## config.mk

```make
export PLATFORM = sky130hd
export DESIGN_NAME = ocn_dpath
export DESIGN_NICKNAME = d
export VERILOG_FILES = /design/src/rtl/ocn_pkg.sv /design/src/rtl/ocn_grid_mem.sv /design/src/rtl/ocn_dpath.sv
export SDC_FILE = /design/constraint.sdc
export NUM_CORES = 2
export LEC_CHECK = 0
export ABC_AREA = 1
export BUFFER_PORTS_ARGS = -buffer_cell sky130_fd_sc_hd__buf_2
export CAP_MARGIN = 25
export CORE_ASPECT_RATIO = 2
export CORE_MARGIN = 2
export CORE_UTILIZATION = 45
export CTS_CLUSTER_SIZE = 12
export DETAILED_ROUTE_END_ITERATION = 8
export PLACE_DENSITY = 0.61
export SLEW_MARGIN = 0
export SYNTH_ARGS = -nofsm -noshare
export SYNTH_HDL_FRONTEND = slang
export SYNTH_SLANG_ARGS = --single-unit
```

## constraint.sdc

```tcl
create_clock -name clk -period 8.7 [get_ports clk]
set_input_delay 0.87 -clock clk [delete_from_list [all_inputs] [get_ports clk]]
set_output_delay 0.87 -clock clk [all_outputs]
set_load 0.02 [all_outputs]
```

## src/rtl/ocn_pkg.sv

```systemverilog
// Shared constants, codes and controller/datapath interface types for the corner node unit.
package ocn_pkg;

  localparam int GRID_W  = 64;
  localparam int GRID_H  = 64;
  localparam int COORD_W = 6;
  localparam int EXT_W   = 7;
  localparam int ROW_AW  = 6;
  localparam int CNT_W   = 7;

  localparam logic [1:0] ACT_CLEAR = 2'd0;
  localparam logic [1:0] ACT_PAINT = 2'd1;
  localparam logic [1:0] ACT_QUERY = 2'd2;

  localparam logic REG_WIDTH  = 1'b0;
  localparam logic REG_HEIGHT = 1'b1;

  localparam logic [1:0] CORNER_LAST = 2'd3;

  typedef struct packed {
    logic             load;
    logic             clear;
    logic             rd_row;
    logic             wr_row;
    logic             query;
    logic             cap_row;
    logic             emit;
    logic [CNT_W-1:0] cnt;
  } cmd_t;

  typedef struct packed {
    logic paint_done;
    logic out_free;
  } sts_t;

endpackage

```

## src/rtl/ocn_grid_mem.sv

```systemverilog
// Occupancy row memory with per-row valid bits, registered read.
module ocn_grid_mem (
  input  logic                        clk,
  input  logic                        rst,
  input  logic                        clear,
  input  logic                        rd_en,
  input  logic [ocn_pkg::ROW_AW-1:0]  rd_addr,
  input  logic                        wr_en,
  input  logic [ocn_pkg::ROW_AW-1:0]  wr_addr,
  input  logic [ocn_pkg::GRID_W-1:0]  wr_data,
  output logic [ocn_pkg::GRID_W-1:0]  rd_data
);
  import ocn_pkg::*;

  logic [GRID_W-1:0] mem [GRID_H];
  logic [GRID_H-1:0] row_valid;
  logic [GRID_W-1:0] rd_q;
  logic              rd_ok;

  always_ff @(posedge clk) begin
    if (wr_en) begin
      mem[wr_addr] <= wr_data;
    end
    if (rd_en) begin
      rd_q <= mem[rd_addr];
    end
  end

  always_ff @(posedge clk) begin
    if (rst || clear) begin
      row_valid <= '0;
      rd_ok     <= 1'b0;
    end else begin
      if (wr_en) begin
        row_valid[wr_addr] <= 1'b1;
      end
      if (rd_en) begin
        rd_ok <= row_valid[rd_addr];
      end
    end
  end

  assign rd_data = rd_ok ? rd_q : '0;

endmodule

```

## src/rtl/ocn_dpath.sv

```systemverilog
// Datapath: size registers, grid memory, paint masks, corner checks and output register.
module ocn_dpath (
  input  logic                        clk,
  input  logic                        rst,
  input  logic                        cfg_valid,
  input  logic                        cfg_index,
  input  logic [ocn_pkg::EXT_W-1:0]   cfg_data,
  input  logic [ocn_pkg::COORD_W-1:0] obst_x,
  input  logic [ocn_pkg::COORD_W-1:0] obst_y,
  input  logic [ocn_pkg::EXT_W-1:0]   obst_nx,
  input  logic [ocn_pkg::EXT_W-1:0]   obst_ny,
  input  ocn_pkg::cmd_t               cmd,
  output ocn_pkg::sts_t               sts,
  input  logic                        out_ready,
  output logic                        out_valid,
  output logic [ocn_pkg::COORD_W-1:0] node_x,
  output logic [ocn_pkg::COORD_W-1:0] node_y,
  output logic [1:0]                  corner,
  output logic                        found,
  output logic                        last
);
  import ocn_pkg::*;

  logic [EXT_W-1:0]   grid_width, grid_height;
  logic [EXT_W-1:0]   eff_w, eff_h;
  logic [COORD_W-1:0] x, y;
  logic [EXT_W-1:0]   nx, ny;
  logic [GRID_W-1:0]  r_ym1, r_y, r_yam1, r_ya;

  logic signed [8:0]  xs, ys, x_m1, y_m1, xa, ya, xa_m1, ya_m1;
  logic [EXT_W:0]     prow, xend;
  logic [EXT_W-1:0]   hi;
  logic [GRID_W-1:0]  mask, rd_data;
  logic [ROW_AW-1:0]  rd_addr;
  logic signed [8:0]  qrow;
  logic [1:0]         k, cap_sel;
  logic signed [8:0]  cx, cy, ax, by;
  logic [GRID_W-1:0]  crow, brow;
  logic               ok;

  function automatic logic [GRID_W-1:0] ones_below(input logic [EXT_W-1:0] n);
    logic [GRID_W-1:0] one;
    one = GRID_W'(1);
    if (n >= EXT_W'(GRID_W)) begin
      return '1;
    end
    return (one << n[ROW_AW-1:0]) - one;
  endfunction

  function automatic logic in_grid(input logic signed [8:0] px, input logic signed [8:0] py,
                                   input logic [EXT_W-1:0] w, input logic [EXT_W-1:0] h);
    return (px >= 0) && (py >= 0) && (px < $signed({2'b00, w})) && (py < $signed({2'b00, h}));
  endfunction

  always_ff @(posedge clk) begin
    if (rst) begin
      grid_width  <= EXT_W'(GRID_W);
      grid_height <= EXT_W'(GRID_H);
    end else if (cfg_valid) begin
      if (cfg_index == REG_WIDTH) begin
        grid_width <= cfg_data;
      end else begin
        grid_height <= cfg_data;
      end
    end
  end

  assign eff_w = (grid_width == '0) ? EXT_W'(1) :
                 (grid_width > EXT_W'(GRID_W)) ? EXT_W'(GRID_W) : grid_width;
  assign eff_h = (grid_height == '0) ? EXT_W'(1) :
                 (grid_height > EXT_W'(GRID_H)) ? EXT_W'(GRID_H) : grid_height;

  always_ff @(posedge clk) begin
    if (cmd.load) begin
      x  <= obst_x;
      y  <= obst_y;
      nx <= obst_nx;
      ny <= obst_ny;
    end
  end

  assign xs    = $signed({3'b000, x});
  assign ys    = $signed({3'b000, y});
  assign x_m1  = xs - 9'sd1;
  assign y_m1  = ys - 9'sd1;
  assign xa    = xs + $signed({2'b00, nx});
  assign ya    = ys + $signed({2'b00, ny});
  assign xa_m1 = xa - 9'sd1;
  assign ya_m1 = ya - 9'sd1;

  assign prow = {2'b00, y} + {1'b0, cmd.cnt};
  assign sts.paint_done = ({1'b0, cmd.cnt} >= {1'b0, ny}) || (prow >= {1'b0, eff_h});

  assign xend = {2'b00, x} + {1'b0, nx};
  assign hi   = (xend > {1'b0, eff_w}) ? eff_w : xend[EXT_W-1:0];
  assign mask = ones_below(hi) & ~ones_below({1'b0, x});

  always_comb begin
    case (cmd.cnt[1:0])
      2'd0:    qrow = y_m1;
      2'd1:    qrow = ys;
      2'd2:    qrow = ya_m1;
      default: qrow = ya;
    endcase
  end

  assign rd_addr = cmd.query ? qrow[ROW_AW-1:0] : prow[ROW_AW-1:0];

  ocn_grid_mem u_mem (
    .clk     (clk),
    .rst     (rst),
    .clear   (cmd.clear),
    .rd_en   (cmd.rd_row),
    .rd_addr (rd_addr),
    .wr_en   (cmd.wr_row),
    .wr_addr (prow[ROW_AW-1:0]),
    .wr_data (rd_data | mask),
    .rd_data (rd_data)
  );

  assign cap_sel = cmd.cnt[1:0] - 2'd1;

  always_ff @(posedge clk) begin
    if (cmd.cap_row) begin
      case (cap_sel)
        2'd0:    r_ym1  <= rd_data;
        2'd1:    r_y    <= rd_data;
        2'd2:    r_yam1 <= rd_data;
        default: r_ya   <= rd_data;
      endcase
    end
  end

  assign k    = cmd.cnt[1:0];
  assign cx   = k[1] ? xa : x_m1;
  assign ax   = k[1] ? xa_m1 : xs;
  assign cy   = k[0] ? ya : y_m1;
  assign by   = k[0] ? ya_m1 : ys;
  assign crow = k[0] ? r_ya : r_ym1;
  assign brow = k[0] ? r_yam1 : r_y;

  assign ok = in_grid(cx, cy, eff_w, eff_h)
              && !crow[cx[ROW_AW-1:0]]
              && !(in_grid(ax, cy, eff_w, eff_h) && crow[ax[ROW_AW-1:0]])
              && !(in_grid(cx, by, eff_w, eff_h) && brow[cx[ROW_AW-1:0]]);

  assign sts.out_free = !out_valid || out_ready;

  always_ff @(posedge clk) begin
    if (rst) begin
      out_valid <= 1'b0;
    end else if (cmd.emit) begin
      out_valid <= 1'b1;
    end else if (out_ready) begin
      out_valid <= 1'b0;
    end
  end

  always_ff @(posedge clk) begin
    if (cmd.emit) begin
      node_x <= ok ? cx[COORD_W-1:0] : '0;
      node_y <= ok ? cy[COORD_W-1:0] : '0;
      corner <= k;
      found  <= ok;
      last   <= (k == CORNER_LAST);
    end
  end

endmodule

```

==> reports/results.txt <==
status = finished clean
FP Rows = 333
buffer levels on the longest clock path = 4
Clock transition at path regs = 0.07 ns
Syn Nets = 14,792
GRT busiest layer = met2
min Tclk post-route = 7.66 ns
height of the die = 912 um
post-DP HPWL = 362,000 um
CTS Sinks = 4,538
Gate Count Post-Synth = 14,665
largest net degree at the start of global routing = 183
CTS H-Tree Depth = 5
number of global-route vias before repair = 121,354
dpl cell area = 0.194 mm2
P&R area growth vs syn = 10.9%
Min Hold Slack = 0.0837 ns
Vias/cell = 6.44
fraction of layout cells with a size suffix above 1 = 7.92%
via count = 128,907
most frequent cells in the layout = 4,458 x edfxtp_1, 2,581 x nor2_1, 2,359 x o21ai_0
First DRT Iteration DRCs = 17,426
gr ovfl total = 0
clock skew = 0.0902 ns
die area = 0.418 mm2
post-CTS sizing = 0
Setup WS pre-CTS = 1.18 ns
max_cap viols = 0
CP endpoint kind = flip-flop
clock latency on the worst-skew pair = 1.00 ns
critical path type = reg2reg
commonest non-fill, non-tap cell in the layout = edfxtp_1
VDD IR max = 0.000183 V
TritonRoute pass-1 iters = 6
M2 GR Usage = 52.5%
Slew Viols, Final = 0
crit path launch type = flip-flop
post-synthesis register bit count = 4,538
number of buffers created by CTS = 424
Critical path origin = x[0]
crit path DAT = 8.09 ns
Die W = 458 um
hold path start = obst_y[0]
f_max = 131 MHz
final wirelength = 681,000 um
Avg WL per Cell = 34.0 um
Inst Count DP = 19,433
Final Cell Area = 0.206 mm2
Fillers = 34,848
Post-DRT Antenna Nets = 0
met3 Use GR = 4.83%
global-route wire length before repair = 931,000 um
synthesized area = 0.186 mm2
routing usage on met1 = 37.4%
leak pwr = 67.9 nW
Nets = 14,652
final non-filler cell total = 20,026
CTS tree = done
sequential element share of the synthesized area = 73.0%
Core ar. = 0.411 mm2
GPL Wtd Cong = 1.01
Hold WC Path Type = in2reg
fin crit share = 88.1%
crit path max fanout = 64
EDFF count, synth = 4,458
antenna violations before repair = 43
number of library cell types mapped by synthesis = 66
Avg Cell Area, Syn = 12.7 um2
number of I/O pins = 71
Buffers on Ports = 70
worst setup margin = 1.04 ns
required time worst endpoint = 9.12 ns
number of remaining DRC errors = 0
Root Driver = clkbuf_16
prevailing post-synth register cell = edfxtp_1
Fin. Hold Viols = 0
setup tns final = 0 ns
Slew headroom = 13.7%
GRT Total Usage = 31.6%
Top cell by count, worst path = nand2_1
CP max-delay cell = nand2_2
FF-to-FF Start = x[0]
Finish-stage setup viols = 0
Largest stage delay, worst path = 0.73 ns
pwr dens = 276 mW/mm2
Worst-Margin Slew = 1.29 ns
Post-synth ARST share = 0%
Syn. warnings = 0
Initial Utilization = 45.2%
RSZ-0062 raised after global routing = false
## layer usage
metal  part of all wire [%]  vias to the layer above
li1                       -                    53836
met1                     34                    65324
met2                     49                     7686
met3                    9.2                     2055
met4                    8.3                        6
met5                 0.0053                        -
## repair_timing
item,CTS,global route
setup buffers,0,0
endpoints found under the hold margin,12,0
hold buffers,12,0
## cells in the mapped netlist, types with 7 or more instances
master / instances / area [um2]
a31oi_1: 31 / 194
o221ai_1: 309 / 2710
inv_2: 17 / 63.8
xnor2_1: 27 / 236
nor2_2: 19 / 119
nand4_1: 84 / 526
o21a_1: 133 / 998
o32a_1: 16 / 160
nand3_1: 235 / 1180
nand2_2: 10 / 62.6
o22a_1: 191 / 1670
buf_1: 65 / 244
nor4_1: 7 / 43.8
dfxtp_1: 80 / 1600
nor3_1: 45 / 225
o21ba_2: 22 / 220
xor2_1: 49 / 429
a21oi_1: 193 / 966
inv_1: 324 / 1220
o31ai_1: 9 / 67.6
o21bai_1: 12 / 90.1
ha_1: 72 / 901
nand2_1: 1247 / 4680
mux2_2: 31 / 349
mux2i_1: 74 / 741
o211ai_1: 314 / 2360
o21ai_1: 14 / 70.1
buf_2: 35 / 175
clkbuf_1: 901 / 3380
edfxtp_1: 4458 / 134000
nor2_1: 2648 / 9940
o22ai_1: 522 / 3270
o21ai_0: 2371 / 11900
o311ai_0: 14 / 123
a211oi_1: 7 / 52.6
## area by class of cell
| cell class | instances | area (um2) | area share, % |
|---|---|---|---|
| antenna | 24 | 60.1 | 0.0292 |
| clock inverter | 31 | 568 | 0.276 |
| tap | 5360 | 6710 | 3.26 |
| clock buffer | 512 | 11000 | 5.37 |
| multi-input combinational | 8774 | 45800 | 22.2 |
| sequential | 4538 | 135000 | 65.8 |
| timing repair buffer | 440 | 4870 | 2.37 |
| inverter | 347 | 1340 | 0.651 |
## per-stage QoR
stage	util [%]	total power (W)
2_1_floorplan	-	0.0354
3_3_place_gp	47.1	0.0400
3_5_place_dp	47.2	0.0402
4_1_cts	50.0	0.0566
5_1_grt	50.1	0.0585
6_report	50.1	0.0568
## flip-flops by register name, summed over array words and instances (netlist names)
name / count
u_mem.rd_ok: 1
r_yam1: 64
y: 6
x: 6
last: 1
node_x: 6
grid_height: 7
out_valid: 1
u_mem.mem: 4096
r_ym1: 64
u_mem.rd_q: 64
ny: 7
r_ya: 64
r_y: 64
node_y: 6
grid_width: 7
corner: 2
u_mem.row_valid: 64
nx: 7
found: 1
## logic make-up after synthesis
kind of cell / after synthesis / share of synthesized area, %
AO/OA/AOI/OAI: 4181 / 13.5
XOR/XNOR: 76 / 0.359
adder cells (fa/ha/maj): 75 / 0.518
buffers and inverters: 1353 / 2.78
flip-flops: 4538 / 73.0
multiplexers: 105 / 0.587
AND/OR/NAND/NOR: 4337 / 9.26
## where the power goes
part / switching (W) / leakage (nW) / internal, W / total, W
sequential: 0.000155 / 41.1 / 0.0273 / 0.0275
combinational: 0.00965 / 21.2 / 0.00290 / 0.0125
clock: 0.00786 / 5.62 / 0.00889 / 0.0168
total: 0.0177 / 67.9 / 0.0391 / 0.0568
## worst paths after layout
check / to / cells past startpoint / slack, ns
min reg2reg: u_mem.row_valid[16] / 2 / 0.46
max: u_mem.mem[33][38] / 28 / 1.04
min: y[0] / 1 / 0.08
max reg2reg: u_mem.mem[33][38] / 28 / 1.04
## critical path, delay by kind of cell, from the launching register on
kind	cells	cell delay, ns
buffers and inverters	3	0.87
flip-flops	1	0.47
adder cells (fa/ha/maj)	4	1.23
AND/OR/NAND/NOR	15	3.37
AO/OA/AOI/OAI	5	0.68
XOR/XNOR	1	0.41
Power figures use the tool's default switching activity.
