<file path="src/rtl/ocn_pkg.sv">
// Shared constants, codes and controller/datapath interface types for the corner node unit.
package ocn_pkg;

  localparam int GRID_W  = 64;
  localparam int GRID_H  = 64;
  localparam int COORD_W = 6;
  localparam int EXT_W   = 7;
  localparam int ROW_AW  = 6;
  localparam int CNT_W   = 7;

  localparam logic [1:0] ACT_CLEAR = 2'd0;
  localparam logic [1:0] ACT_PAINT = 2'd1;
  localparam logic [1:0] ACT_QUERY = 2'd2;

  localparam logic REG_WIDTH  = 1'b0;
  localparam logic REG_HEIGHT = 1'b1;

  localparam logic [1:0] CORNER_LAST = 2'd3;

  typedef struct packed {
    logic             load;
    logic             clear;
    logic             rd_row;
    logic             wr_row;
    logic             query;
    logic             cap_row;
    logic             emit;
    logic [CNT_W-1:0] cnt;
  } cmd_t;

  typedef struct packed {
    logic paint_done;
    logic out_free;
  } sts_t;

endpackage

</file>
<file path="src/rtl/ocn_ctrl.sv">
// Sequencer for clear, paint and corner query words.
module ocn_ctrl (
  input  logic          clk,
  input  logic          rst,
  input  logic          in_valid,
  output logic          in_ready,
  input  logic [1:0]    action,
  output ocn_pkg::cmd_t cmd,
  input  ocn_pkg::sts_t sts
);
  import ocn_pkg::*;

  typedef enum logic [4:0] {
    S_IDLE = 5'b00001,
    S_PRD  = 5'b00010,
    S_PWR  = 5'b00100,
    S_QRY  = 5'b01000,
    S_EMIT = 5'b10000
  } state_t;

  state_t           state, state_next;
  logic [CNT_W-1:0] cnt, cnt_next;

  always_ff @(posedge clk) begin
    if (rst) begin
      state <= S_IDLE;
      cnt   <= '0;
    end else begin
      state <= state_next;
      cnt   <= cnt_next;
    end
  end

  always_comb begin
    state_next = state;
    cnt_next   = cnt;
    in_ready   = 1'b0;
    cmd        = '0;
    cmd.cnt    = cnt;
    case (state)
      S_IDLE: begin
        in_ready = 1'b1;
        cnt_next = '0;
        if (in_valid) begin
          cmd.load = 1'b1;
          case (action)
            ACT_CLEAR: cmd.clear = 1'b1;
            ACT_PAINT: state_next = S_PRD;
            ACT_QUERY: state_next = S_QRY;
            default:   state_next = S_IDLE;
          endcase
        end
      end
      S_PRD: begin
        if (sts.paint_done) begin
          state_next = S_IDLE;
        end else begin
          cmd.rd_row = 1'b1;
          state_next = S_PWR;
        end
      end
      S_PWR: begin
        cmd.wr_row = 1'b1;
        cnt_next   = cnt + 1'b1;
        state_next = S_PRD;
      end
      S_QRY: begin
        cmd.query   = 1'b1;
        cmd.rd_row  = (cnt[2] == 1'b0);
        cmd.cap_row = (cnt != '0);
        if (cnt[2]) begin
          cnt_next   = '0;
          state_next = S_EMIT;
        end else begin
          cnt_next = cnt + 1'b1;
        end
      end
      S_EMIT: begin
        if (sts.out_free) begin
          cmd.emit = 1'b1;
          if (cnt[1:0] == CORNER_LAST) begin
            cnt_next   = '0;
            state_next = S_IDLE;
          end else begin
            cnt_next = cnt + 1'b1;
          end
        end
      end
      default: begin
        state_next = S_IDLE;
        cnt_next   = '0;
      end
    endcase
  end

endmodule

</file>
<file path="config.mk">
export PLATFORM = sky130hd
export DESIGN_NAME = ocn_ctrl
export DESIGN_NICKNAME = d
export VERILOG_FILES = /design/src/rtl/ocn_pkg.sv /design/src/rtl/ocn_ctrl.sv
export SDC_FILE = /design/constraint.sdc
export NUM_CORES = 1
export LEC_CHECK = 0
export BUFFER_PORTS_ARGS = -buffer_cell sky130_fd_sc_hd__buf_4
export CORE_UTILIZATION = 45
export CTS_CLUSTER_SIZE = 30
export DETAILED_ROUTE_END_ITERATION = 6
export GPL_TIMING_DRIVEN = 0
export PLACE_DENSITY = 0.69
export SYNTH_ARGS = -nofsm -noshare
export SYNTH_HDL_FRONTEND = slang
export SYNTH_SLANG_ARGS = --single-unit
export TNS_END_PERCENT = 10
</file>
<file path="constraint.sdc">
create_clock -name clk -period 2.2 [get_ports clk]
set_clock_uncertainty 0.1 [all_clocks]
set_input_delay 0.11 -clock clk [delete_from_list [all_inputs] [get_ports clk]]
set_output_delay 0.11 -clock clk [all_outputs]
set_load 0.01 [all_outputs]
</file>
==> metrics.md, run 1 <==
| Metric | Value |
|---|---|
| DIE HEIGHT | 47.5 um |
| Placed insts | 162 |
| Seq cells post-synth | 12 |
| R2R Path Start | state[2] |
| Final Hold Viols | 0 |
| Initial DRC Count | 28 |
| Final setup vio count | 0 |
| Hold Crit Depth | 3 |
| Area contributors post-synth | dfxtp_1 (26%), ha_1 (9.4%), a21oi_1 (4.3%) |
| Core footprint | 1960 um^2 |
| Die width | 47.5 um |
| Clk sink count | 12 |
| DRC Markers | 0 |
| Multi-input gate area | 614 um^2 |
| Total wire length | 2150 um |
| Adder-cell share of the synthesized area | 9.40% |
| Max-capacitance violation count | 0 |
| CP required | 1.99 ns |
| Asr flop ratio synth | 0% |
| Final cell count without fillers | 165 |
| Post-synth design cell area | 932 um^2 |
| Outcome | finished clean |
| Via count | 937 |
| Compound-Gate Fraction of Synth Area | 24.7% |
| CP Cell Sequence | inv_1 > ha_1 > or4b_2 > o31a_1 > buf_4 |
| Setup slack, reg-to-reg | 0.26 ns |
| Most common cell in the netlist | dfxtp_1 |
| Final nets | 154 |
| Worst Hold Class | input port to flop |
| Skew-Pair Late Insertion Delay | 0.27 ns |
| Multiplexer share of the synthesized area | 0% |
| Critical path class | flop to output pin |
| RR Endpoint | state[1] |
| Slew Limit Headroom | 70.3% |
| Synth Area in XOR/XNOR | 0.940% |
| Arrival @ worst endpoint | 1.86 ns |
| Largest net degree at the start of global routing | 11 |
| Max IR drop VDD | 0.247 mV |
| Inserted Clock Buffers | 3 |
| Area growth syn-to-layout | 22.8% |
| FP Rows | 16 |
| 1st-pass router iterations | 4 |
| Antenna viol nets, final | 0 |
| Max incr delay on CP | 0.59 ns |
| Distinct cell type count after synthesis | 42 |
| Slew Viols, Final | 0 |
| Syn_nets | 129 |
| Crit path buffers/inverters | 2 |
| Max FO, Critical Path | 7 |
| Main combinational cell family by area after synthesis | simple AND/OR/NAND/NOR gates |
| Total Neg Setup Slack | 0 ns |
| Synth Flop Type | dfxtp_1 |
| CP Launch Type | flop |
| Min-delay src | in_valid |
| CP max stage cell | or4b_2 |
| Mapped Cells | 115 |
| Final period util | 94.1% |
| Synthesized area per cell | 8.11 um^2 |
| Peak Freq | 0.483 GHz |
| Placer Congestion | 0.829 |
| Post-synth EDFFs | 0 |
| Simple-Gate Fraction of Synth Area | 30.2% |
| CTS tree | done |
| Clk pin slew, worst setup/hold paths | 0.08 ns |
| Sequential cell area | 240 um^2 |
| Fillers | 195 |
| Worst Tran Pin Value | 0.441 ns |
| Synth warn | 0 |
| Gr usage total | 21.1% |
| Vias in the first global route | 759 |
| Cts hold-fix bufs | 0 |
| Setup Buffers After CTS | 0 |
| Starting Density | 47.5% |
| Vias per Instance | 5.68 |
| # port buffers | 20 |
| Seq/Total Area, Yosys | 25.8% |
| Register-to-Register Path Depth | 6 |
| Pwr/cell area | 395 nW/um^2 |
| Cell chosen for the clock root | clkbuf_4 |
| Yosys top cell by area | dfxtp_1 |
| Yosys top cell area share | 25.8% |
| Die area | 2260 um^2 |
| Top delay family on crit path | simple AND/OR/NAND/NOR gates |
| Period minus WS final | 2.07 ns |
| Clock tree buffer depth | 2 |
| Crit path depth | 5 |
| RSZ-0062 raised after global routing | no |
| CP Capture Type | output pin |
| Avg WL per Cell | 13.0 um |
| ANT cells | 0 |
| Min-Delay Endpoint | state[3] |
| Layout cell share with drive strength beyond 1 | 26.8% |
| GR Overflow Total | 0 |
| CTS H-tree depth | 1 |
| Most frequent cells after synthesis | dfxtp_1 (12), inv_1 (10), a21oi_1 (8), nor2_1 (8) |
| Initial antenna violation count | 0 |
| Dpl hpwl | 1580 um |
| First-pass GRT wire length | 3370 um |
| P_leak | 0.455 nW |
| I/O pin cnt | 22 |
-- stage by stage --
step	power [W]	hold WS, ns	area, um^2	setup slack [ns]	util, %
finish	0.000453	0.0420	1140	0.129	58.4
global route	0.000475	0.0491	1140	0.0472	58.4
detailed placement	0.000322	0.320	1120	0.356	56.9
global placement	0.000321	0.329	1120	0.294	56.9
floorplan	0.000289	0.178	932	0.497	-
CTS	0.000453	0.0352	1140	0.0702	58.0
-- layout by cell type, fill, tap and decap left out, drive strengths merged --
cell,count
dfxtp,12
ha,7
or4,1
or4b,1
and3,2
nor4b,1
o21ai,8
nand4b,2
a2111oi,3
a32oi,1
and4bb,2
or3,3
xor2,1
nand3,6
o2111ai,1
nor2,8
clkbuf,4
o31ai,3
or3b,2
and2,2
and4,1
nand2b,5
a311oi,1
nand3b,1
inv,10
o31a,1
a31oi,1
a2bb2oi,2
nand4,1
nor3b,1
a21oi,9
nand2,6
nor3,1
buf,27
o41ai,1
-- cell type report --
cell class	count	area share (%)
Multi-Input combinational cell	85	53.7
Clock buffer	3	1.97
Tap cell	27	2.95
Sequential cell	12	21.0
Timing Repair Buffer	20	13.1
Inverter	10	3.28
Buffer	8	4.04
-- sequential cells by signal (all words and copies together), names as in the netlist --
name,flops
state,5
cnt,7
-- cell families after synthesis --
| kind of cell | after synthesis |
|---|---|
| flops | 12 |
| compound gates | 31 |
| simple gates | 46 |
| buf+inv | 18 |
| xor+xnor | 1 |
| fa+ha+maj | 7 |
-- how the worst max path moves through the flow --
stage / from / to / slack [ns]
floorplan: state[1] / cnt[6] / 0.50
global placement: state[2] / state[1] / 0.29
finish: cnt[0] / cmd[8] / 0.13
global route: cnt[0] / cmd[8] / 0.05
CTS: state[2] / cmd[8] / 0.07
detailed placement: state[1] / cnt[6] / 0.36
-- report_power, final --
| group | internal, W | switching [W] |
|---|---|---|
| clock | 0.0000632 | 0.0000702 |
| combinational | 0.0000423 | 0.0000526 |
| sequential | 0.000221 | 0.00000316 |
| total | 0.000327 | 0.000126 |
-- metal layers --
metal	routed length, um	track usage, %	up-vias
li1	-	-	467
met1	1040	31.1	438
met2	984	29.6	30
met3	101	3.40	2
met4	22	9.71	0
met5	0	0	-
-- worst reg2reg max path: cells and delay by family, from the launching register on --
family / cells / cell delay [ns]
flip-flops: 1 / 0.30
buffers and inverters: 2 / 0.34
AO/OA/AOI/OAI: 2 / 0.49
AND/OR/NAND/NOR: 2 / 0.58
-- repair_timing --
item | in CTS | in global routing
gates resized for setup | 0 | 1
endpoints found under the hold margin | 0 | 0
endpoints found under the setup margin | 0 | 1
Note: power is estimated with default switching activity, not from simulation.
==> inputs of run 2 (changes only) <==
--- a/config.mk
+++ b/config.mk
@@ -6,6 +6,7 @@
 export NUM_CORES = 1
 export LEC_CHECK = 0
 export BUFFER_PORTS_ARGS = -buffer_cell sky130_fd_sc_hd__buf_4
+export CORE_MARGIN = 2
 export CORE_UTILIZATION = 45
 export CTS_CLUSTER_SIZE = 30
 export DETAILED_ROUTE_END_ITERATION = 6
==> run 2 against run 1 <==
Routed wire length fell by 0.88%. Via count fell by 1.8%. Non-clock buffer count did not move. Cell area rose by 1.2%. Largest cell class unchanged. Clock power rose by 41%. Critical path depth did not move. Critical endpoint unchanged. Cell count rose by 0.61%.
==> metrics.md, run 2 (same netlist as run 1, synthesis figures left out) <==
| Metric | Value |
|---|---|
| Die area | 2450 um^2 |
| CTS resizes | 0 |
| Largest regs | cnt: 7 flops, state: 5 flops |
| RSZ-0062 raised after global routing | no |
| Slew Limit Headroom | 70.4% |
| RR Endpoint | state[1] |
| I/O pin cnt | 22 |
| Most flop-heavy register | cnt |
| Sequential cell area | 240 um^2 |
| NetSw | 0.000141 W |
| Inserted Clock Buffers | 3 |
| Min-Delay Endpoint | state[3] |
| Worst Hold Class | input port to flop |
| Clk sink count | 12 |
| Setup Buffers After CTS | 0 |
| Clk pin slew, worst setup/hold paths | 0.09 ns |
| Placer Congestion | 0.834 |
| Total wire length | 2130 um |
| Initial antenna violation count | 0 |
| Max IR drop VDD | 0.262 mV |
| Via count | 920 |
| Starting Density | 47.5% |
| Clock network fraction of total power | 37.0% |
| Final cell count without fillers | 166 |
| Setup slack, reg-to-reg | 0.31 ns |
| GR Overflow Total | 0 |
| FP Rows | 16 |
| 1st-pass router iterations | 4 |
| Pwr/cell area | 436 nW/um^2 |
| Cell chosen for the clock root | clkbuf_4 |
| Period minus WS final | 2.10 ns |
| Arrival @ worst endpoint | 1.89 ns |
| Clock tree buffer depth | 2 |
| Vias per Instance | 5.54 |
| Largest net degree at the start of global routing | 11 |
| CP Launch Type | flop |
| P_leak | 0.462 nW |
| Worst Tran Pin Value | 0.440 ns |
| Min-delay src | in_valid |
| Layout cell share with drive strength beyond 1 | 27.3% |
| Placed insts | 162 |
| R2R Path Start | state[2] |
| Die width | 49.5 um |
| Fillers | 201 |
| Initial DRC Count | 30 |
| Cts hold-fix bufs | 0 |
| Commonest non-fill, non-tap cell in the layout | buf_4 |
| Int Pwr | 0.000364 W |
| Core footprint | 1960 um^2 |
| Slew Viols, Final | 0 |
| Dpl hpwl | 1650 um |
| Max FO, Critical Path | 7 |
| CTS H-tree depth | 1 |
| DIE HEIGHT | 49.5 um |
| Vias in the first global route | 800 |
| Skew-Pair Late Insertion Delay | 0.29 ns |
| DRC Markers | 0 |
| Register-to-Register Path Depth | 6 |
| CP Capture Type | output pin |
| Power Total | 0.000505 W |
| ANT cells | 0 |
| Critical path class | flop to output pin |
| Final nets | 154 |
| CP required | 1.99 ns |
| Final period util | 95.6% |
| CTS tree | done |
| Multi-input gate area | 614 um^2 |
| Combinational power share | 18.6% |
| Avg WL per Cell | 12.9 um |
| Final Hold Viols | 0 |
| Final setup vio count | 0 |
| Most frequent cells in the layout | buf_4 (21), dfxtp_1 (12), inv_1 (10) |
| Total Neg Setup Slack | 0 ns |
| Hold Crit Depth | 3 |
| Largest register FFs | 7 |
| Outcome | finished clean |
| Fin Hold WS | 0.0272 ns |
| Sw Ratio | 27.9% |
| Flop pwr share | 44.4% |
| Gr usage total | 19.4% |
| Antenna viol nets, final | 0 |
| Max-capacitance violation count | 0 |
| # port buffers | 20 |
| Area growth syn-to-layout | 24.3% |
| Peak Freq | 0.476 GHz |
| First-pass GRT wire length | 3660 um |
run 2: final cells by class:
cell class,count,share of cell area [%]
Tap cell,27,2.92
Clock buffer,4,3.13
Multi-Input combinational cell,85,53.0
Inverter,10,3.24
Buffer,8,4.00
Timing Repair Buffer,20,13.0
Sequential cell,12,20.7
run 2: power by group through the flow:
stage | Combinational [W] | Clock [W] | Sequential, W
detailed placement | 0.0000926 | 0 | 0.000229
global route | 0.000106 | 0.000199 | 0.000225
CTS | 0.0000933 | 0.000190 | 0.000224
finish | 0.0000941 | 0.000187 | 0.000224
floorplan | 0.0000609 | 0 | 0.000228
global placement | 0.0000918 | 0 | 0.000229
run 2: through the flow:
step                      setup slack (ns)  utilization, %  area (um^2)
after floorplan                      0.497               -          932
after global placement               0.282            56.9         1120
after detailed placement             0.360            56.9         1120
after CTS                           0.0715            58.7         1150
after global routing                0.0307            59.1         1160
final                               0.0978            59.1         1160
run 2: routing by layer:
metal / vias to the layer above / GRT usage [%] / wire length, um
li1: 472 / - / -
met1: 415 / 27.5 / 1060
met2: 28 / 28.4 / 938
met3: 5 / 6.06 / 121
met4: 0 / 5.09 / 16
met5: - / 0 / 0
run 2: worst max-delay path: stages (launching register included):
cell and delay (ns):
dfxtp_1 0.39, inv_1 0.08, ha_1 0.14, or4b_2 0.60, o31a_1 0.26, buf_4 0.14
run 2: worst max-delay path by stage:
stage,startpoint,end,cells past startpoint
3_5_place_dp,state[2],state[1],6
2_1_floorplan,state[1],cnt[6],5
4_1_cts,state[2],cmd[8],5
5_1_grt,cnt[0],cmd[8],5
3_3_place_gp,state[2],state[1],6
6_report,cnt[0],cmd[8],5
